## config.mk

```make
export PLATFORM = sky130hd
export DESIGN_NAME = sequence_reorder_buffer
export DESIGN_NICKNAME = d
export VERILOG_FILES = /design/src/srb_pkg.sv /design/src/srb_front.sv /design/src/srb_back.sv /design/src/sequence_reorder_buffer.sv
export VERILOG_INCLUDE_DIRS = /design/src /design/src/src
export SDC_FILE = /design/constraint.sdc
export NUM_CORES = 1
export LEC_CHECK = 0
export ABC_AREA = 0
export BUFFER_PORTS_ARGS = -buffer_cell sky130_fd_sc_hd__buf_2
export CORE_MARGIN = 1.5
export CORE_UTILIZATION = 48
export CTS_CLUSTER_DIAMETER = 30
export DETAILED_ROUTE_END_ITERATION = 7
export GPL_ROUTABILITY_DRIVEN = 1
export GPL_TIMING_DRIVEN = 1
export HOLD_SLACK_MARGIN = 0.15
export PLACE_DENSITY_LB_ADDON = 0.08
export SYNTH_ARGS = -nofsm -noshare
export SYNTH_HDL_FRONTEND = slang
export SYNTH_HIERARCHICAL = 1
export SYNTH_SLANG_ARGS = --single-unit
```

## constraint.sdc

```tcl
create_clock -name clk -period 5.51 [get_ports clk]
set_input_delay 0 -clock clk [delete_from_list [all_inputs] [get_ports clk]]
set_output_delay 0 -clock clk [all_outputs]
set_load 0.05 [all_outputs]
```

## src/assert_macros.svh

```systemverilog
// Assertion macros shared by the reorder buffer modules.
// No dependencies; included by the files that check their own logic.
`ifndef ASSERT_MACROS_SVH
`define ASSERT_MACROS_SVH

// Same-cycle implication, disabled while reset is high.
`define ASSERT_IMPLY(label, clk, rst, ante, cons, msg) \
  label: assert property (@(posedge clk) disable iff (rst) (ante) |-> (cons)) else $error(msg);

// Next-cycle implication, disabled while reset is high.
`define ASSERT_NEXT(label, clk, rst, ante, cons, msg) \
  label: assert property (@(posedge clk) disable iff (rst) (ante) |=> (cons)) else $error(msg);

`endif

```

## src/srb_pkg.sv

```systemverilog
// Types and constants of the sequence reorder buffer.
// No dependencies; used by srb_front, srb_back and sequence_reorder_buffer.
package srb_pkg;

  localparam int SEQ_BITS     = 32;
  localparam int PAYLOAD_BITS = 16;
  // Reorder window in slots; must be a power of two (2 to 64).
  localparam int WINDOW       = 16;
  localparam int SLOT_BITS    = $clog2(WINDOW);
  localparam int HANDLE_BITS  = 16;
  // Handle bits actually kept: the payload field is only 16 bits wide.
  localparam int STORE_BITS   = (HANDLE_BITS < PAYLOAD_BITS) ? HANDLE_BITS : PAYLOAD_BITS;

  // Command queue between front and back.
  localparam int QUEUE_DEPTH  = 2;
  localparam int QPTR_BITS    = $clog2(QUEUE_DEPTH);

  localparam logic [1:0] KIND_DELIVER = 2'd0;
  localparam logic [1:0] KIND_DUP     = 2'd1;
  localparam logic [1:0] KIND_HELD    = 2'd2;
  localparam logic [1:0] KIND_BEYOND  = 2'd3;

  typedef struct packed {
    logic [SEQ_BITS-1:0]     seq_number;
    logic [PAYLOAD_BITS-1:0] payload_handle;
  } item_t;

  typedef struct packed {
    logic [PAYLOAD_BITS-1:0] out_handle;
    logic [SEQ_BITS-1:0]     out_seq;
    logic [1:0]              kind;
    logic                    last;
  } result_t;

  // One queued command: the item plus the mode it was accepted under.
  typedef struct packed {
    logic [SEQ_BITS-1:0]   seq;
    logic [STORE_BITS-1:0] handle;
    logic                  reorder;
  } cmd_t;

endpackage

```

## src/srb_front.sv

```systemverilog
// Front of the reorder buffer: mode register, item intake and command queue.
// Depends on srb_pkg and assert_macros.svh.
`include "assert_macros.svh"

module srb_front (
  input  logic          clk,
  input  logic          rst,
  input  logic          item_valid,
  output logic          item_ready,
  input  srb_pkg::item_t item,
  input  logic          reorder_write,
  input  logic          reorder_data,
  output logic          cmd_valid,
  input  logic          cmd_ready,
  output srb_pkg::cmd_t cmd
);

  logic                          reorder_enable;
  srb_pkg::cmd_t                 queue [srb_pkg::QUEUE_DEPTH];
  logic [srb_pkg::QPTR_BITS-1:0] wr_ptr;
  logic [srb_pkg::QPTR_BITS-1:0] rd_ptr;
  logic [srb_pkg::QPTR_BITS:0]   count;
  logic                          push;
  logic                          pop;
  srb_pkg::cmd_t                 new_cmd;

  localparam logic [srb_pkg::QPTR_BITS:0] FULL_COUNT =
    (srb_pkg::QPTR_BITS + 1)'(srb_pkg::QUEUE_DEPTH);
  localparam logic [srb_pkg::QPTR_BITS-1:0] LAST_PTR =
    srb_pkg::QPTR_BITS'(srb_pkg::QUEUE_DEPTH - 1);

  assign item_ready = (count != FULL_COUNT);
  assign cmd_valid  = (count != '0);
  assign cmd        = queue[rd_ptr];
  assign push       = item_valid && item_ready;
  assign pop        = cmd_valid && cmd_ready;

  // Tag the item with the current mode and trim the handle to its stored width.
  always_comb begin
    new_cmd.seq     = item.seq_number;
    new_cmd.handle  = srb_pkg::STORE_BITS'(item.payload_handle);
    new_cmd.reorder = reorder_enable;
  end

  always_ff @(posedge clk) begin
    if (rst) begin
      reorder_enable <= 1'b1;
    end else if (reorder_write) begin
      reorder_enable <= reorder_data;
    end
  end

  always_ff @(posedge clk) begin
    if (push) begin
      queue[wr_ptr] <= new_cmd;
    end
  end

  always_ff @(posedge clk) begin
    if (rst) begin
      wr_ptr <= '0;
      rd_ptr <= '0;
      count  <= '0;
    end else begin
      if (push) begin
        wr_ptr <= (wr_ptr == LAST_PTR) ? '0 : wr_ptr + 1'b1;
      end
      if (pop) begin
        rd_ptr <= (rd_ptr == LAST_PTR) ? '0 : rd_ptr + 1'b1;
      end
      if (push && !pop) begin
        count <= count + 1'b1;
      end else if (pop && !push) begin
        count <= count - 1'b1;
      end
    end
  end

  `ASSERT_NEXT(a_push_lands, clk, rst, push, cmd_valid, "accepted item missing from queue")
  `ASSERT_IMPLY(a_pop_only_valid, clk, rst, cmd_ready && !cmd_valid, !pop, "pop from empty queue")
  `ASSERT_NEXT(a_full_blocks, clk, rst, (count == FULL_COUNT) && !pop, !item_ready,
               "full queue accepts an item")

endmodule

```

## src/srb_back.sv

```systemverilog
// Back of the reorder buffer: classify, hold window, release runs, result register.
// Depends on srb_pkg and assert_macros.svh.
`include "assert_macros.svh"

module srb_back (
  input  logic             clk,
  input  logic             rst,
  input  logic             cmd_valid,
  output logic             cmd_ready,
  input  srb_pkg::cmd_t    cmd,
  output logic             result_valid,
  input  logic             result_ready,
  output srb_pkg::result_t result
);

  typedef enum logic [1:0] {
    S_IDLE = 2'b01,
    S_RUN  = 2'b10
  } state_t;

  state_t                          state;
  state_t                          state_next;
  logic [srb_pkg::SEQ_BITS-1:0]    expected;
  logic [srb_pkg::SEQ_BITS-1:0]    expected_next;
  logic [srb_pkg::WINDOW-1:0]      slot_valid;
  logic [srb_pkg::WINDOW-1:0]      slot_valid_next;
  logic [srb_pkg::STORE_BITS-1:0]  slot_handle [srb_pkg::WINDOW];
  logic [srb_pkg::STORE_BITS-1:0]  handle_q;
  logic [srb_pkg::SLOT_BITS:0]     run_count;
  logic [srb_pkg::SLOT_BITS:0]     run_count_next;
  logic                            emit;
  srb_pkg::result_t                result_next;
  logic                            mem_we;
  logic [srb_pkg::SLOT_BITS-1:0]   mem_waddr;
  logic                            out_free;
  logic [srb_pkg::SEQ_BITS-1:0]    exp_inc;
  logic [srb_pkg::SEQ_BITS-1:0]    ahead;
  logic [srb_pkg::SLOT_BITS-1:0]   slot_cur;
  logic [srb_pkg::SLOT_BITS-1:0]   slot_inc;
  logic [srb_pkg::SLOT_BITS:0]     count_inc;

  localparam logic [srb_pkg::SLOT_BITS:0] RUN_MAX =
    (srb_pkg::SLOT_BITS + 1)'(srb_pkg::WINDOW);

  assign out_free  = !result_valid || result_ready;
  assign exp_inc   = expected + 1'b1;
  assign ahead     = cmd.seq - expected;
  assign slot_cur  = expected[srb_pkg::SLOT_BITS-1:0];
  assign slot_inc  = exp_inc[srb_pkg::SLOT_BITS-1:0];
  assign count_inc = run_count + 1'b1;
  assign cmd_ready = (state == S_IDLE) && out_free;

  always_comb begin
    state_next      = state;
    expected_next   = expected;
    slot_valid_next = slot_valid;
    run_count_next  = run_count;
    emit            = 1'b0;
    mem_we          = 1'b0;
    mem_waddr       = cmd.seq[srb_pkg::SLOT_BITS-1:0];
    result_next     = result;

    unique case (state)
      S_IDLE: begin
        if (cmd_valid && out_free) begin
          emit                = 1'b1;
          result_next.out_seq = cmd.seq;
          result_next.last    = 1'b1;
          result_next.out_handle = '0;
          if (!cmd.reorder) begin
            // Pass through and keep the window ahead of the new expected number.
            result_next.kind       = srb_pkg::KIND_DELIVER;
            result_next.out_handle = srb_pkg::PAYLOAD_BITS'(cmd.handle);
            expected_next          = exp_inc;
            slot_valid_next[slot_inc] = 1'b0;
          end else if (cmd.seq < expected) begin
            result_next.kind = srb_pkg::KIND_DUP;
          end else if (cmd.seq != expected) begin
            if (ahead < srb_pkg::SEQ_BITS'(srb_pkg::WINDOW)) begin
              result_next.kind = srb_pkg::KIND_HELD;
              mem_we           = 1'b1;
              slot_valid_next[mem_waddr] = 1'b1;
            end else begin
              result_next.kind = srb_pkg::KIND_BEYOND;
            end
          end else begin
            // In order: deliver, then release the held run if one follows.
            result_next.kind       = srb_pkg::KIND_DELIVER;
            result_next.out_handle = srb_pkg::PAYLOAD_BITS'(cmd.handle);
            result_next.last       = !slot_valid[slot_inc];
            expected_next          = exp_inc;
            run_count_next         = (srb_pkg::SLOT_BITS + 1)'(1);
            if (slot_valid[slot_inc]) begin
              state_next = S_RUN;
            end
          end
        end
      end
      S_RUN: begin
        if (out_free) begin
          emit                      = 1'b1;
          result_next.kind          = srb_pkg::KIND_DELIVER;
          result_next.out_handle    = srb_pkg::PAYLOAD_BITS'(handle_q);
          result_next.out_seq       = expected;
          result_next.last          = !slot_valid[slot_inc] || (count_inc == RUN_MAX);
          slot_valid_next[slot_cur] = 1'b0;
          expected_next             = exp_inc;
          run_count_next            = count_inc;
          if (result_next.last) begin
            state_next = S_IDLE;
          end
        end
      end
      default: begin
        state_next = S_IDLE;
      end
    endcase
  end

  always_ff @(posedge clk) begin
    if (rst) begin
      state      <= S_IDLE;
      expected   <= '0;
      slot_valid <= '0;
      run_count  <= '0;
    end else begin
      state      <= state_next;
      expected   <= expected_next;
      slot_valid <= slot_valid_next;
      run_count  <= run_count_next;
    end
  end

  // Handle store; the read tracks the slot of the next expected number.
  always_ff @(posedge clk) begin
    if (mem_we) begin
      slot_handle[mem_waddr] <= cmd.handle;
    end
    handle_q <= slot_handle[expected_next[srb_pkg::SLOT_BITS-1:0]];
  end

  always_ff @(posedge clk) begin
    if (rst) begin
      result_valid <= 1'b0;
    end else if (emit) begin
      result_valid <= 1'b1;
    end else if (result_ready) begin
      result_valid <= 1'b0;
    end
  end

  always_ff @(posedge clk) begin
    if (emit) begin
      result <= result_next;
    end
  end

  `ASSERT_IMPLY(a_run_no_pop, clk, rst, state == S_RUN, !cmd_ready, "command taken during release")
  `ASSERT_IMPLY(a_run_slot_held, clk, rst, state == S_RUN, slot_valid[slot_cur],
                "release run reached an empty slot")
  `ASSERT_IMPLY(a_idle_slot_free, clk, rst, state == S_IDLE, !slot_valid[slot_cur],
                "expected slot marked held while idle")
  `ASSERT_IMPLY(a_report_is_last, clk, rst,
                result_valid && (result.kind != srb_pkg::KIND_DELIVER), result.last,
                "report result not marked last")

endmodule

```

## src/sequence_reorder_buffer.sv

```systemverilog
// Sequence reorder buffer top level, built from srb_front and srb_back over srb_pkg.
// An accepted item is registered in the command queue, and its result in the result
// register. The back makes one result per cycle while results are not stalled and
// takes no new command during a run release; a two-entry command queue lets intake
// continue while results stall. Reset clears the expected number, all valid marks
// and the queue, and sets reorder_enable; the handle store is not cleared.

module sequence_reorder_buffer (
  input  logic             clk,
  input  logic             rst,
  input  logic             item_valid,
  output logic             item_ready,
  input  srb_pkg::item_t   item,
  output logic             result_valid,
  input  logic             result_ready,
  output srb_pkg::result_t result,
  input  logic             reorder_write,
  input  logic             reorder_data
);

  logic          cmd_valid;
  logic          cmd_ready;
  srb_pkg::cmd_t cmd;

  srb_front u_front (
    .clk          (clk),
    .rst          (rst),
    .item_valid   (item_valid),
    .item_ready   (item_ready),
    .item         (item),
    .reorder_write(reorder_write),
    .reorder_data (reorder_data),
    .cmd_valid    (cmd_valid),
    .cmd_ready    (cmd_ready),
    .cmd          (cmd)
  );

  srb_back u_back (
    .clk         (clk),
    .rst         (rst),
    .cmd_valid   (cmd_valid),
    .cmd_ready   (cmd_ready),
    .cmd         (cmd),
    .result_valid(result_valid),
    .result_ready(result_ready),
    .result      (result)
  );

endmodule
```

* Word-level counts from Yosys, hierarchy flattened
Memory sizes are Yosys's and may differ from the RTL's. A register that Yosys moved wholly into a read port is not among the register bits. Cells that the tools add are included.
Cells by class: bitwise gates (word level) 5, equality and inequality tests 16, multiplexer cells 69, magnitude comparators 8, add/sub/neg operators 7, reduce and logical (&&, ||, !) cells 24
Operators with widths (count):
- $mux W32 | 5
- $mux W16 | 9
- $mux W51 | 2
- $pmux W51 S2 | 1
- $pmux W32 S2 | 1
- $add A32 B1 Y32 const B | 1
- $and A16 B16 Y16 | 2
- $lt A32 B32 Y1 | 1
- $lt A32 B5 Y1 const B | 1
- $ne A32 B32 Y1 | 1
- $not A16 Y16 | 2
- $pmux W16 S2 | 1
- $sub A32 B32 Y32 | 1
- $mux W1 | 26
- $mux W5 | 5
- $mux W2 | 12
- $or A16 B16 Y16 | 1
- $lt A4 B5 Y1 const B | 3
- $demux W1 S4 | 3
- $ge A4 B1 Y1 const B | 3
- $ne A3 B3 Y1 const B | 4
- $reduce_and A6 Y1 | 2
- $ne A2 B2 Y1 const B | 5
- $pmux W5 S2 | 1
- 18 further kinds | 36
Storage, ports and cells: memories kept 2, output and inout port bits 53, word-level logic and storage cells 145, bits in writable memories 354, bits in registers 112, input port bits 54
Memories:
- u_back.slot_handle | depth 16, bits a word 16, rd ports 1, clocked after Yosys merged registers in 1, wr ports 1, RTL line srb_back.sv:27 | logic [srb_pkg::STORE_BITS-1:0] slot_handle [srb_pkg::WINDOW];
- u_front.queue | depth 2, bits a word 49, rd ports 1, clocked after Yosys merged registers in 1, wr ports 1, RTL line srb_front.sv:19 | srb_pkg::cmd_t queue [srb_pkg::QUEUE_DEPTH];

* Depth between registers and ports, before layout
Gate-level depths: netlist (run 1).
depth in word-level cells 11, depth in mapped cells 18

* Modules after synthesis
The synthesis (run 1) kept the hierarchy.
By module, submodules not included:
- srb_back | area each 18575.3 um^2, cells each 1644, instances 1
- srb_front | area each 3786.1 um^2, cells each 179, instances 1

* Worst setup path before layout (run 1)
Ideal clock, no wire load.
kind register -> register, start point reg with a tool-made name, end point mem u_back/slot_handle[13][0] (netlist name), enable pin, cell stages (with the launch flop) 16, path buffers 4, setup time 0.430 ns, slack -0.341 ns, arrival time 5.420 ns, cells stage by stage dfxtp_1 > buf_4 > buf_6 > mux2_2 > ha_1 > buf_2 > nand2_1 > a311o_1 > or3_1 > a21o_1 > a21oi_1 > xor2_1 > or4_1 > or4_1 > buf_6 > nor4_1
RTL lines (RTL line):
- end: declaration | srb_back.sv:27

==> metrics.log, run 1 <==
INFO  metric synth_largest_area_cell = sky130_fd_sc_hd__edfxtp_1
INFO  metric cts_tree = done
INFO  metric routed_wirelength = ~59 mm
INFO  metric synth_nets = 1917
INFO  metric worst_min_delay_path_startpoint = result_ready
INFO  metric stdcell_count = 2787
INFO  metric cts-buffers-inserted = 99
INFO  metric outcome = finished clean
INFO  metric cts_buffer_depth = 3
INFO  metric timing.slew.headroom = 27.3%
INFO  metric placed_area = 23900 um2
INFO  metric ctsRootBufferMaster = sky130_fd_sc_hd__clkbuf_16
INFO  metric timing.critical_path.to_type = flop
INFO  metric r2r_cells = 16
INFO  metric critPathRequiredTime = around 5.8 ns
INFO  metric synth_edf_count = 405
INFO  metric number_of_h_tree_levels = 3
INFO  metric final_design_area_no_fill = ~29000 um2
INFO  metric floorplan.die.width = 219 um
INFO  metric clkSinkCount = 483
INFO  metric ant_nets = 0
INFO  metric setup_viol = 0
INFO  metric total_grt_overflow = 0
INFO  metric crit_path_end = u_back/slot_handle[11][8]
INFO  metric critical_path_class = reg2reg
INFO  metric finalClockSkew = 0.0211 ns
INFO  metric p_total = around 0.015 W
INFO  metric startpoint_type = flop
INFO  metric worst_r2r_endpoint = u_back/slot_handle[11][8]
INFO  metric total_nets_final = ~2200
INFO  metric global_route_wire_length_before_repair = 90.8 mm
INFO  metric yosysSeqAreaShare = between 60 and 70%
INFO  metric slew_violations = 0
INFO  metric syn_inst = 1823
INFO  metric final_core_density = 62.5%
INFO  metric synth-seq-cells = 483
INFO  metric rrSetupSlack = 0.30 ns
INFO  metric hold_path.class = in2reg
INFO  metric synth-main-ff-cell = sky130_fd_sc_hd__edfxtp_1
INFO  metric wl_per_cell = 21.1 um
INFO  metric dr_total_vias = 16000
INFO  metric grt_setup_unrepaired = no
INFO  metric worstSkewPairLatency = approximately 0.63 ns
INFO  metric io_pins = 107
INFO  metric irDropWorstVdd = 0.346 mV
INFO  metric final_layout_size_suffix_gt1_share = a little over a fifth
INFO  metric grt_max_degree = 85
INFO  metric layout_worst_path_cycle_share = 94.6%
INFO  metric drc_errors = 0
INFO  metric initial_core_util = about half
INFO  metric final.setup.tns = 0 ns
INFO  metric synthesis.area = 22400 um2
INFO  metric post_synth_num_cell_types = 90
INFO  metric power-per-cell-area = 533 nW/um2
INFO  metric yosysWarnings = 6
INFO  metric post-route-min-period = 5.21 ns
INFO  metric antenna_found_initial = 1
INFO  metric max_clock_freq = 0.192 GHz
INFO  metric max-cap-violations = 0
INFO  metric io_buffer_count = about 110
INFO  metric p_leak = 10.0 nW
INFO  metric first_global_vias = 15700
INFO  metric crit_fanout = 16
INFO  metric placeableCoreArea = ~46000 um2
INFO  metric vias_per_cell = 5.75
INFO  metric area.growth.synth_to_final = 27.6%
INFO  metric hold_viol = 0
INFO  metric drtPass1Iterations = 6
INFO  metric post_dp_hpwl = 38.0 mm
INFO  metric synth_largest_type_area_fraction = 54.4%
INFO  metric drt_first_iter_violations = 1477
INFO  metric routabilityCongestion = ~0.92
INFO  metric ys_async_sr_fraction = 0%
INFO  metric ys_top_cells_by_area = sky130_fd_sc_hd__edfxtp_1 (54%), sky130_fd_sc_hd__dfxtp_1 (7.0%), sky130_fd_sc_hd__mux2_2 (4.9%)
INFO  metric die_y = 219 um
INFO  metric timing_worst_slew_pin_value = between 1 and 1.5 ns
INFO  metric dp.cells = around 2500
INFO  metric grt_usage = 24.8%
INFO  metric filler_cell_count = 3564
INFO  metric cp.arrival = 5.54 ns
INFO  metric clkTransAtPathRegs = 0.05 ns
INFO  metric die-area = 47900 um2
INFO  metric std_cell_rows = 78
INFO  metric per_instance_average_area_after_synthesis = between 10 and 15 um2
[state kept, by name, summed over array words and instances, names as in the netlist, named ones only]
signal,count
u_front/reorder_enable,1
u_back/run_count,5
u_back/result,51
u_back/slot_valid,16
u_back/state,2
u_front/count,2
u_back/result_valid,1
u_back/slot_handle,256
u_front/queue,98
u_front/rd_ptr,1
u_back/handle_q,16
u_front/wr_ptr,1
u_back/expected,32
[cells in the final DEF (no fill, tap or decap), types with 16 or more instances in the layout]
cell                            netlist  layout
sky130_fd_sc_hd__edfxtp_1           405     405
sky130_fd_sc_hd__nand2_1            232     232
sky130_fd_sc_hd__buf_2               34     106
sky130_fd_sc_hd__dlygate4sd3_1        0     104
sky130_fd_sc_hd__clkbuf_16            0     102
sky130_fd_sc_hd__nor2_1              99      99
sky130_fd_sc_hd__mux2_2              98      98
sky130_fd_sc_hd__dfxtp_1             78      77
sky130_fd_sc_hd__a21oi_1             69      68
sky130_fd_sc_hd__and2_1              67      67
sky130_fd_sc_hd__o21ai_0             60      60
sky130_fd_sc_hd__a211oi_1            55      55
sky130_fd_sc_hd__inv_1               50      49
sky130_fd_sc_hd__buf_4                3      45
sky130_fd_sc_hd__nor3_1              42      40
sky130_fd_sc_hd__mux2i_1             40      40
sky130_fd_sc_hd__ha_1                40      39
sky130_fd_sc_hd__a31oi_1             38      38
sky130_fd_sc_hd__xnor2_1             33      33
sky130_fd_sc_hd__and3_1              30      29
sky130_fd_sc_hd__nand3_1             27      27
sky130_fd_sc_hd__o211ai_1            22      22
sky130_fd_sc_hd__clkbuf_1            45      19
sky130_fd_sc_hd__bufinv_16            0      18
sky130_fd_sc_hd__nand4_1             18      18
sky130_fd_sc_hd__o32ai_1             17      17
sky130_fd_sc_hd__a221o_1             16      16
[Yosys cell counts, drive strengths merged, types with 7 or more instances]
| cell type | instances |
|---|---|
| edfxtp | 405 |
| nand2 | 233 |
| nor2 | 100 |
| mux2 | 98 |
| dfxtp | 78 |
| o21ai | 76 |
| a21oi | 75 |
| and2 | 67 |
| a211oi | 56 |
| inv | 50 |
| buf | 46 |
| clkbuf | 45 |
| nor3 | 43 |
| ha | 40 |
| mux2i | 40 |
| a31oi | 38 |
| xnor2 | 33 |
| and3 | 30 |
| nand3 | 27 |
| o211ai | 22 |
| nand4 | 18 |
| o32ai | 17 |
| a221o | 16 |
| nor4 | 16 |
| nor3b | 10 |
| a21o | 9 |
| or3 | 9 |
| nand2b | 8 |
| nor2b | 7 |
[routing by layer]
layer	wire length, um	track usage [%]	up-vias
met1	27800	36.4	7867
met5	0	0	-
met3	3570	5.13	112
li1	-	-	7498
met4	1590	8.11	0
met2	25800	36.8	543
[worst min-delay path by stage]
stage | end | slack (ns) | cells past startpoint
2_1_floorplan | u_front/count[1] | 0.07 | 1
6_report | u_back/result_valid | 0.38 | 4
3_5_place_dp | u_front/queue[1][34] | 0.19 | 1
4_1_cts | u_back/result_valid | 0.34 | 4
3_3_place_gp | u_front/queue[0][35] | 0.19 | 1
5_1_grt | u_back/result_valid | 0.43 | 4
[worst max-delay path, stage by stage (launching register included)]
cell	delay (ns)
sky130_fd_sc_hd__dfxtp_4	0.45
sky130_fd_sc_hd__buf_4	0.20
sky130_fd_sc_hd__mux2_2	0.47
sky130_fd_sc_hd__ha_1	0.38
sky130_fd_sc_hd__o211a_1	0.26
sky130_fd_sc_hd__o31a_4	0.15
sky130_fd_sc_hd__o21ai_4	0.29
sky130_fd_sc_hd__a21oi_2	0.13
sky130_fd_sc_hd__or4b_1	0.54
sky130_fd_sc_hd__nand3_1	0.13
sky130_fd_sc_hd__nand3_1	0.08
sky130_fd_sc_hd__or4_1	0.41
sky130_fd_sc_hd__or4_1	0.50
sky130_fd_sc_hd__buf_4	0.21
sky130_fd_sc_hd__nor3b_4	0.25
sky130_fd_sc_hd__and3_1	0.26
sky130_fd_sc_hd__buf_12	0.17
[repair_timing]
item / in CTS / in global routing
hold endpoints to repair: 116 / 0
setup buffers: 0 / 1
resized for setup: 0 / 6
hold buffers: 104 / 0
endpoints found under the setup margin: 0 / 271
[per-stage QoR]
step / hold WS [ns] / setup WS (ns)
after floorplan: 0.0691 / -0.341
after global placement: 0.188 / 0.120
after detailed placement: 0.191 / 0.207
after CTS: 0.340 / 0.129
after global routing: 0.425 / 0.0265
final: 0.378 / 0.298
[cell type report]
class,count,area (um2),share of cell area (%)
well taps,600,751,2.63
clock inverters,60,860,3.01
inverters,51,191,0.671
flip-flops and latches,483,13700,48.1
repair buffers,269,2190,7.68
diodes,1,2.50,0.00877
multi-input cells,1198,8130,28.5
clock buffers,125,2680,9.39
[cells by family (layout without fill, tap and decap cells)]
family                     after synthesis  count (layout)  share of synthesized area [%]
other                                    0               1                              0
DFF                                    483             483                           61.4
muxes                                  142             142                           7.13
buffers and inverters                  142             505                           2.83
and+or+nand+nor                        595             595                           13.1
adders and majority gates               40              40                           2.24
AOI/OAI and AO/OA                      383             383                           11.9
xor gates and xnor gates                38              38                           1.49
[power by group]
| part | switching (W) | internal [W] |
|---|---|---|
| logic | 0.00294 | 0.00138 |
| clock network | 0.00193 | 0.00428 |
| registers | 0.000118 | 0.00455 |
| total | 0.00499 | 0.0102 |
No activity file was read; power rests on OpenSTA's default activity.
==> run 2, diff against run 1 <==
SYNTH_HIERARCHICAL = not set   (was 1)
==> run 2 against run 1 <==
Core utilization down 0.77 points. Sequential share of layout area up 2.3 points. Design area down 4.6%. Largest cell class unchanged.
==> metrics.log, run 2 <==
INFO  metric biggestRegsByFlops = u_back.slot_handle x256, u_front.queue x98, u_back.result x51
INFO  metric initial_core_util = 48.6% (-0.41 points)
INFO  metric hold_path.class = in2reg
INFO  metric drt_first_iter_violations = 1041 (-30%)
INFO  metric worstSkewPairLatency = 0.64 ns (about the same)
INFO  metric fin_worst_hold_slack = 0.201 ns (-0.177 ns)
INFO  metric synth-main-ff-cell = sky130_fd_sc_hd__edfxtp_1
INFO  metric synth_top_family_by_area = compound AO/OA/AOI/OAI gates
INFO  metric synth-adder-area-share = 2.34% (+0.098 points)
INFO  metric p_leak = 9.67 nW (-3.6%)
INFO  metric antenna_found_initial = 0 (-1)
INFO  metric startpoint_type = flop
INFO  metric ys_async_sr_fraction = 0% (unchanged)
INFO  metric synth-compound-area-share = 10.1% (-1.8 points)
INFO  metric most_frequent_cell_on_the_critical_path = sky130_fd_sc_hd__buf_12
INFO  metric yosysWarnings = 0 (-6)
INFO  metric clkTransAtPathRegs = 0.05 ns (about the same)
INFO  metric clockPowerShare = 39.5% (-1.4 points)
INFO  metric largest_register_ff_count = 256 (unchanged)
INFO  metric pwr-share-seq = 32.1% (+1.4 points)
INFO  metric synth_top_cells_by_count = sky130_fd_sc_hd__edfxtp_1 (405), sky130_fd_sc_hd__nor2_1 (140), sky130_fd_sc_hd__nand2_1 (110), sky130_fd_sc_hd__a21oi_1 (84), sky130_fd_sc_hd__dfxtp_1 (78)
INFO  metric setup_viol = 0 (unchanged)
INFO  metric timing.critical_path.to_type = flop
INFO  metric floorplan.die.width = 214 um (-2.1%)
INFO  metric crit_slowest_cell = sky130_fd_sc_hd__or4b_1
INFO  metric power.switching = 0.00490 W (-1.9%)
INFO  metric multi_input_gate_area = 7200 um2 (-11%)
INFO  metric finalClockSkew = 0.0495 ns (+0.0284 ns)
INFO  metric cts-buffers-inserted = 96 (-3.0%)
INFO  metric final_design_area_no_fill = 27200 um2 (-4.6%)
INFO  metric drtPass1Iterations = 5 (-1)
INFO  metric dr_total_vias = 14300 (-11%)
INFO  metric combinationalPowerShare = 28.4% (about the same)
INFO  metric synth-seq-cells = 483 (unchanged)
INFO  metric die-area = 45900 um2 (-4.1%)
INFO  metric synth_xor_xnor_area_share = 1.59% (+0.11 points)
INFO  metric ys_top_cells_by_area = sky130_fd_sc_hd__edfxtp_1 (57%), sky130_fd_sc_hd__dfxtp_1 (7.3%), sky130_fd_sc_hd__mux4_2 (7.1%)
INFO  metric timing_worst_slew_pin_value = 1.10 ns (+0.0140 ns)
INFO  metric largest-register = u_back.slot_handle
INFO  metric post_dp_hpwl = 38.0 mm (about the same)
INFO  metric post_synth_num_cell_types = 84 (-6.7%)
INFO  metric antenna_cells = 0 (-1)
INFO  metric per_instance_average_area_after_synthesis = 13.8 um2 (+12%)
INFO  metric cts_buffer_depth = 3 (unchanged)
INFO  metric synth_edf_count = 405 (unchanged)
INFO  metric yosysMostFrequentCell = sky130_fd_sc_hd__edfxtp_1
INFO  metric muxShareOfSynthArea = 10.1% (+3.0 points)
INFO  metric synth_largest_type_area_fraction = 56.8% (+2.4 points)
INFO  metric synth_nets = 1647 (-14%)
INFO  metric io_buffer_count = 106 (unchanged)
INFO  metric cts_tree = done
INFO  metric p_total = 0.0147 W (-3.4%)
INFO  metric routabilityCongestion = 0.904 (-1.5%)
INFO  metric layout_common_cells = sky130_fd_sc_hd__edfxtp_1 (405), sky130_fd_sc_hd__nor2_1 (123), sky130_fd_sc_hd__nand2_1 (110)
INFO  metric slew_violations = 0 (unchanged)
INFO  metric clkSinkCount = 483 (unchanged)
INFO  metric area.growth.synth_to_final = 27.0%
INFO  metric ctsRootBufferMaster = sky130_fd_sc_hd__clkbuf_16
INFO  metric synthesis.area = 21400 um2 (-4.2%)
INFO  metric critPathRequiredTime = 5.86 ns (+0.02 ns)
INFO  metric power_switching_share = 33.3% (+0.50 points)
INFO  metric total_grt_overflow = 0 (unchanged)
INFO  metric irDropWorstVdd = 0.415 mV (+20%)
INFO  metric internal_power_of_the_cells = 0.00979 W (-4.1%)
INFO  metric cp.arrival = 5.56 ns (+0.02 ns)
INFO  metric sequential_cell_area = 13700 um2 (about the same)
INFO  metric post-place-ws = 0.251 ns (+0.0440 ns)
INFO  metric hold_viol = 0 (unchanged)
INFO  metric placed_area = 22900 um2 (-4.3%)
INFO  metric ant_nets = 0 (unchanged)
INFO  metric synth_largest_area_cell = sky130_fd_sc_hd__edfxtp_1
INFO  metric power-per-cell-area = 540 nW/um2 (+1.3%)
INFO  metric max_clock_freq = 0.192 GHz (about the same)
INFO  metric final.setup.tns = 0 ns (unchanged)
INFO  metric global_route_wire_length_before_repair = 87.0 mm (-4.1%)
INFO  metric grt_max_degree = 70 (-18%)
INFO  metric vias_per_cell = 5.68 (-1.3%)
INFO  metric die_y = 214 um (-2.1%)
INFO  metric filler_cell_count = 3472 (-2.6%)
INFO  metric grt_setup_unrepaired = no
INFO  metric routed_wirelength = 57.3 mm (-2.6%)
INFO  metric total_nets_final = 1934 (-12%)
INFO  metric std_cell_rows = 77 (-1.3%)
INFO  metric layout_worst_path_cycle_share = 94.6% (about the same)
INFO  metric max-cap-violations = 0 (unchanged)
INFO  metric wl_per_cell = 22.8 um (+8.2%)
INFO  metric crit_chain = buf_12 -> mux2_2 -> ha_1 -> a21oi_2 -> o21a_1 -> o211a_1 -> a21oi_1 -> xor2_1 -> or4b_1 -> or4_4 -> nor3_4 -> nor4b_4 -> nand3_1 -> nor2_2 -> buf_12
INFO  metric mostFrequentLayoutCell = sky130_fd_sc_hd__edfxtp_1
INFO  metric io_pins = 107 (unchanged)
INFO  metric critical_path_class = reg2reg
INFO  metric post-route-min-period = 5.21 ns (-0.00174 ns)
INFO  metric syn_inst = 1553 (-15%)
INFO  metric yosysSeqAreaShare = 64.1% (+2.7 points)
INFO  metric first_global_vias = 14400 (-8.2%)
INFO  metric drc_errors = 0 (unchanged)
INFO  metric placeableCoreArea = 44100 um2 (-3.4%)
INFO  metric number_of_h_tree_levels = 3 (unchanged)
INFO  metric grt_usage = 25.2% (+0.38 points)
INFO  metric final_critical_path_setup_slack = 0.299 ns (+0.00174 ns)
INFO  metric post_cts.repair.setup_buffers = 0 (unchanged)
INFO  metric final_layout_size_suffix_gt1_share = 25.9% (+4.2 points)
INFO  metric critical_path.max_stage_delay = 0.53 ns (about the same)
INFO  metric outcome = finished clean
INFO  metric synth_simple_gate_area_share = 8.97% (-4.1 points)
INFO  metric timing.slew.headroom = 26.1% (-1.2 points)
INFO  metric crit_fanout = 33 (+17)
==> run 2: changes by cell type in the layout (fill, tap and decap cells not counted), moves of 20 or more <==
cell | before | now
sky130_fd_sc_hd__a211oi_1 | 55 | 16
sky130_fd_sc_hd__mux4_2 | 4 | 68
sky130_fd_sc_hd__and2_1 | 67 | 3
sky130_fd_sc_hd__mux2_2 | 98 | 48
sky130_fd_sc_hd__a22oi_1 | 6 | 34
sky130_fd_sc_hd__a31oi_1 | 38 | 14
sky130_fd_sc_hd__mux2i_1 | 40 | 8
sky130_fd_sc_hd__nand2_1 | 232 | 110
sky130_fd_sc_hd__and3_1 | 29 | 9
sky130_fd_sc_hd__nor2_1 | 99 | 123
==> run 2: through the flow <==
stage / instances / util, %
global placement: 2230 / 51.8
finish: 2511 / 61.7
global route: 2511 / 61.7
CTS: 2511 / 61.7
detailed placement: 2230 / 51.8
floorplan: 1553 / -
==> run 2: final timing paths <==
check                             from                        end  slack (ns)  cells after the start
hold reg to reg   u_back.slot_valid[3]       u_back.slot_valid[3]        0.47                      2
setup / recovery                  flop  u_back.slot_handle[10][5]        0.30                     15
setup reg to reg                  flop  u_back.slot_handle[10][5]        0.30                     15
hold / removal                item[31]       u_front.queue[1][32]        0.20                      2
==> run 2: cell families after synthesis <==
kind of cell	after synthesis
flops	483
fa+ha+maj	40
simple gates	408
buf+inv	136
compound gates	322
xor+xnor	39
mux	125
==> run 2: power groups by stage <==
stage | clock network [W] | registers [W] | logic (W)
after floorplan | 0 | 0.00533 | 0.00233
after global placement | 0 | 0.00477 | 0.00412
after CTS | 0.00588 | 0.00472 | 0.00419
after detailed placement | 0 | 0.00478 | 0.00412
after global routing | 0.00606 | 0.00474 | 0.00448
final | 0.00580 | 0.00471 | 0.00418
==> run 2: critical path, delay by kind of cell (launching register included) <==
family                   cells  cell delay [ns]
AO/OA/AOI/OAI                4             0.78
flip-flops                   1             0.41
AND/OR/NAND/NOR              6             2.25
XOR/XNOR                     1             0.16
adder cells (fa/ha/maj)      1             0.42
buffers and inverters        2             0.47
multiplexers                 1             0.39
==> run 2: area by class of cell <==
| class | instances | share of cell area [%] |
|---|---|---|
| repair buffers | 265 | 7.47 |
| multi-input cells | 934 | 26.4 |
| well taps | 592 | 2.72 |
| inverters | 60 | 0.827 |
| clock inverters | 67 | 3.02 |
| clock buffers | 110 | 9.09 |
| flip-flops and latches | 483 | 50.4 |
==> run 2: layer usage <==
metal  track usage [%]  routed length (um)  vias to the layer above
met4              8.62                1700                        0
met3              5.05                3230                      109
met1              32.7               23800                     7118
met2              42.5               28600                      451
li1                  -                   -                     6575
met5                 0                   0                        -
==> run 2: repair_timing <==
action	in CTS	in global routing
hold buffers	104	0
hold endpoints to repair	128	0
setup endpoints to repair	0	251
gates resized for setup	0	2
==> run 3, diff against run 2 <==
CORE_UTILIZATION = 50   (was 48)
==> run 3 against run 2 <==
Critical endpoint is now u_back.handle_q[12]. Wire length shrank 1.4%. Highest routed layer unchanged. Largest power group unchanged. Non-clock buffer count grew 4. Sequential cell count is the same. Largest cell class unchanged.
==> metrics.log, run 3 (synthesis gave the netlist of run 2 again) <==
INFO  metric cts_buffer_depth = 3 (unchanged)
INFO  metric routed_wirelength = 56.5 mm (-1.4%)
INFO  metric cts-buffers-inserted = 91 (-5.2%)
INFO  metric cp.arrival = 5.71 ns (+0.15 ns)
INFO  metric die-area = 44100 um2 (-3.9%)
INFO  metric vias_per_cell = 5.82 (+2.6%)
INFO  metric final_critical_path_setup_slack = 0.294 ns (-0.00579 ns)
INFO  metric layout_common_cells = sky130_fd_sc_hd__edfxtp_1 (405), sky130_fd_sc_hd__nor2_1 (123), sky130_fd_sc_hd__nand2_1 (110)
INFO  metric slew_violations = 0 (unchanged)
INFO  metric setup_viol = 0 (unchanged)
INFO  metric clkSinkCount = 483 (unchanged)
INFO  metric finalClockSkew = 0.0546 ns (+0.00509 ns)
INFO  metric ctsRootBufferMaster = sky130_fd_sc_hd__clkbuf_16
INFO  metric startpoint_type = flop
INFO  metric antenna_cells = 0 (unchanged)
INFO  metric rrSetupSlack = 0.29 ns (about the same)
INFO  metric wl_per_cell = 23.0 um (+0.79%)
INFO  metric timing_worst_slew_pin_value = 1.11 ns (+0.00740 ns)
INFO  metric grt_max_degree = 81 (+16%)
INFO  metric post-place-ws = 0.329 ns (+0.0776 ns)
INFO  metric io_buffer_count = 106 (unchanged)
INFO  metric hold_path.class = in2reg
INFO  metric max_clock_freq = 0.192 GHz (-0.11%)
INFO  metric layout_worst_path_cycle_share = 94.7% (+0.11 points)
INFO  metric post-route-min-period = 5.22 ns (+0.00579 ns)
INFO  metric io_pins = 107 (unchanged)
INFO  metric critPathRequiredTime = 6.00 ns (+0.14 ns)
INFO  metric p_leak = 9.64 nW (-0.31%)
INFO  metric biggestRegsByFlops = u_back.slot_handle x256, u_front.queue x98, u_back.result x51
INFO  metric worstSkewPairLatency = 0.66 ns (+0.02 ns)
INFO  metric mostFrequentLayoutCell = sky130_fd_sc_hd__edfxtp_1
INFO  metric floorplan.die.width = 210 um (-2.0%)
INFO  metric drtPass1Iterations = 5 (unchanged)
INFO  metric std_cell_rows = 75 (-2.6%)
INFO  metric clkTransAtPathRegs = 0.05 ns (about the same)
INFO  metric dr_total_vias = 14300 (+0.37%)
INFO  metric post_dp_hpwl = 36.9 mm (-2.9%)
INFO  metric area.growth.synth_to_final = 26.4%
INFO  metric die_y = 210 um (-2.0%)
INFO  metric fin_worst_hold_slack = 0.172 ns (-0.0292 ns)
INFO  metric initial_core_util = 50.8% (+2.3 points)
INFO  metric routabilityCongestion = 0.945 (+4.5%)
INFO  metric final_layout_size_suffix_gt1_share = 26.0% (+0.079 points)
INFO  metric max-cap-violations = 0 (unchanged)
INFO  metric post_cts.repair.setup_buffers = 0 (unchanged)
INFO  metric largest_register_ff_count = 256 (unchanged)
INFO  metric global_route_wire_length_before_repair = 86.2 mm (-0.97%)
INFO  metric total_grt_overflow = 0 (unchanged)
INFO  metric cts_tree = done
INFO  metric crit_fanout = 65 (+97%)
INFO  metric total_nets_final = 1933 (-0.052%)
INFO  metric hold_viol = 0 (unchanged)
INFO  metric p_total = 0.0145 W (-1.3%)
INFO  metric irDropWorstVdd = 0.376 mV (-9.3%)
INFO  metric stdcell_count = 2456 (-2.2%)
INFO  metric power-per-cell-area = 535 nW/um2 (-0.83%)
INFO  metric drc_errors = 0 (unchanged)
INFO  metric critical_path_class = reg2reg
INFO  metric grt_setup_unrepaired = no
INFO  metric first_global_vias = 14300 (-0.92%)
INFO  metric antenna_found_initial = 0 (unchanged)
INFO  metric placeableCoreArea = 42100 um2 (-4.5%)
INFO  metric grt_usage = 26.2% (+1.0 points)
INFO  metric dp.cells = 2182 (-2.2%)
INFO  metric timing.slew.headroom = 25.7% (-0.39 points)
INFO  metric filler_cell_count = 3138 (-9.6%)
INFO  metric number_of_h_tree_levels = 3 (unchanged)
INFO  metric outcome = finished clean
INFO  metric timing.critical_path.to_type = flop
INFO  metric largest-register = u_back.slot_handle
INFO  metric drt_first_iter_violations = 1407 (+35%)
INFO  metric ant_nets = 0 (unchanged)
-- run 3: critical path, stage by stage (launching register included) --
cell                      delay, ns
sky130_fd_sc_hd__dfxtp_2       0.41
sky130_fd_sc_hd__buf_12        0.24
sky130_fd_sc_hd__mux2_2        0.39
sky130_fd_sc_hd__ha_1          0.38
sky130_fd_sc_hd__buf_4         0.18
sky130_fd_sc_hd__nand4_2       0.23
sky130_fd_sc_hd__nor4_2        0.43
sky130_fd_sc_hd__and3_1        0.28
sky130_fd_sc_hd__or2_2         0.20
sky130_fd_sc_hd__o21ai_2       0.12
sky130_fd_sc_hd__buf_4         0.19
sky130_fd_sc_hd__o31a_1        0.33
sky130_fd_sc_hd__a22oi_2       0.29
sky130_fd_sc_hd__buf_12        0.35
sky130_fd_sc_hd__mux4_2        0.41
sky130_fd_sc_hd__a22oi_1       0.42
sky130_fd_sc_hd__nand2_1       0.10
-- run 3: layer usage --
layer | vias up | GRT usage [%] | part of all wire (%)
met5 | - | 0 | 0
met2 | 550 | 40.9 | 47
met4 | 0 | 7.67 | 2.1
li1 | 6578 | - | -
met3 | 102 | 5.35 | 6.7
met1 | 7076 | 37.5 | 45
-- run 3: stage by stage --
step	area [um2]	TNS [ns]	utilization (%)
floorplan	21400	-19.32	-
CTS	27100	0	64.3
finish	27100	0	64.3
global route	27100	0	64.3
detailed placement	22900	0	54.2
global placement	22900	0	54.2
-- run 3: final cells by class --
type	instances	area, um2	share of cell area (%)
well taps	539	674	2.49
repair buffers	269	2070	7.66
clock buffers	100	2340	8.65
multi-input cells	934	7190	26.6
clock inverters	71	850	3.14
inverters	60	225	0.832
flip-flops and latches	483	13700	50.7
-- run 3: where the power goes --
part | switching [W] | leakage, nW | internal [W]
registers | 0.000100 | 4.34 | 0.00462
logic | 0.00278 | 3.77 | 0.00139
clock network | 0.00200 | 1.53 | 0.00360
total | 0.00488 | 9.64 | 0.00961
-- run 3: worst paths after layout --
path,cells after the start,endpoint,from
max,16,u_back.handle_q[12],flop
min,2,u_front.queue[0][21],item[20]
max reg2reg,16,u_back.handle_q[12],flop
min reg2reg,2,u_back.slot_valid[3],u_back.slot_valid[3]
-- run 3: timing repair --
item                                    4_1_cts  5_1_grt
endpoints found under the setup margin        0        8
hold buffers                                103        0
gates resized for setup                       0        1
hold endpoints to repair                    137        0
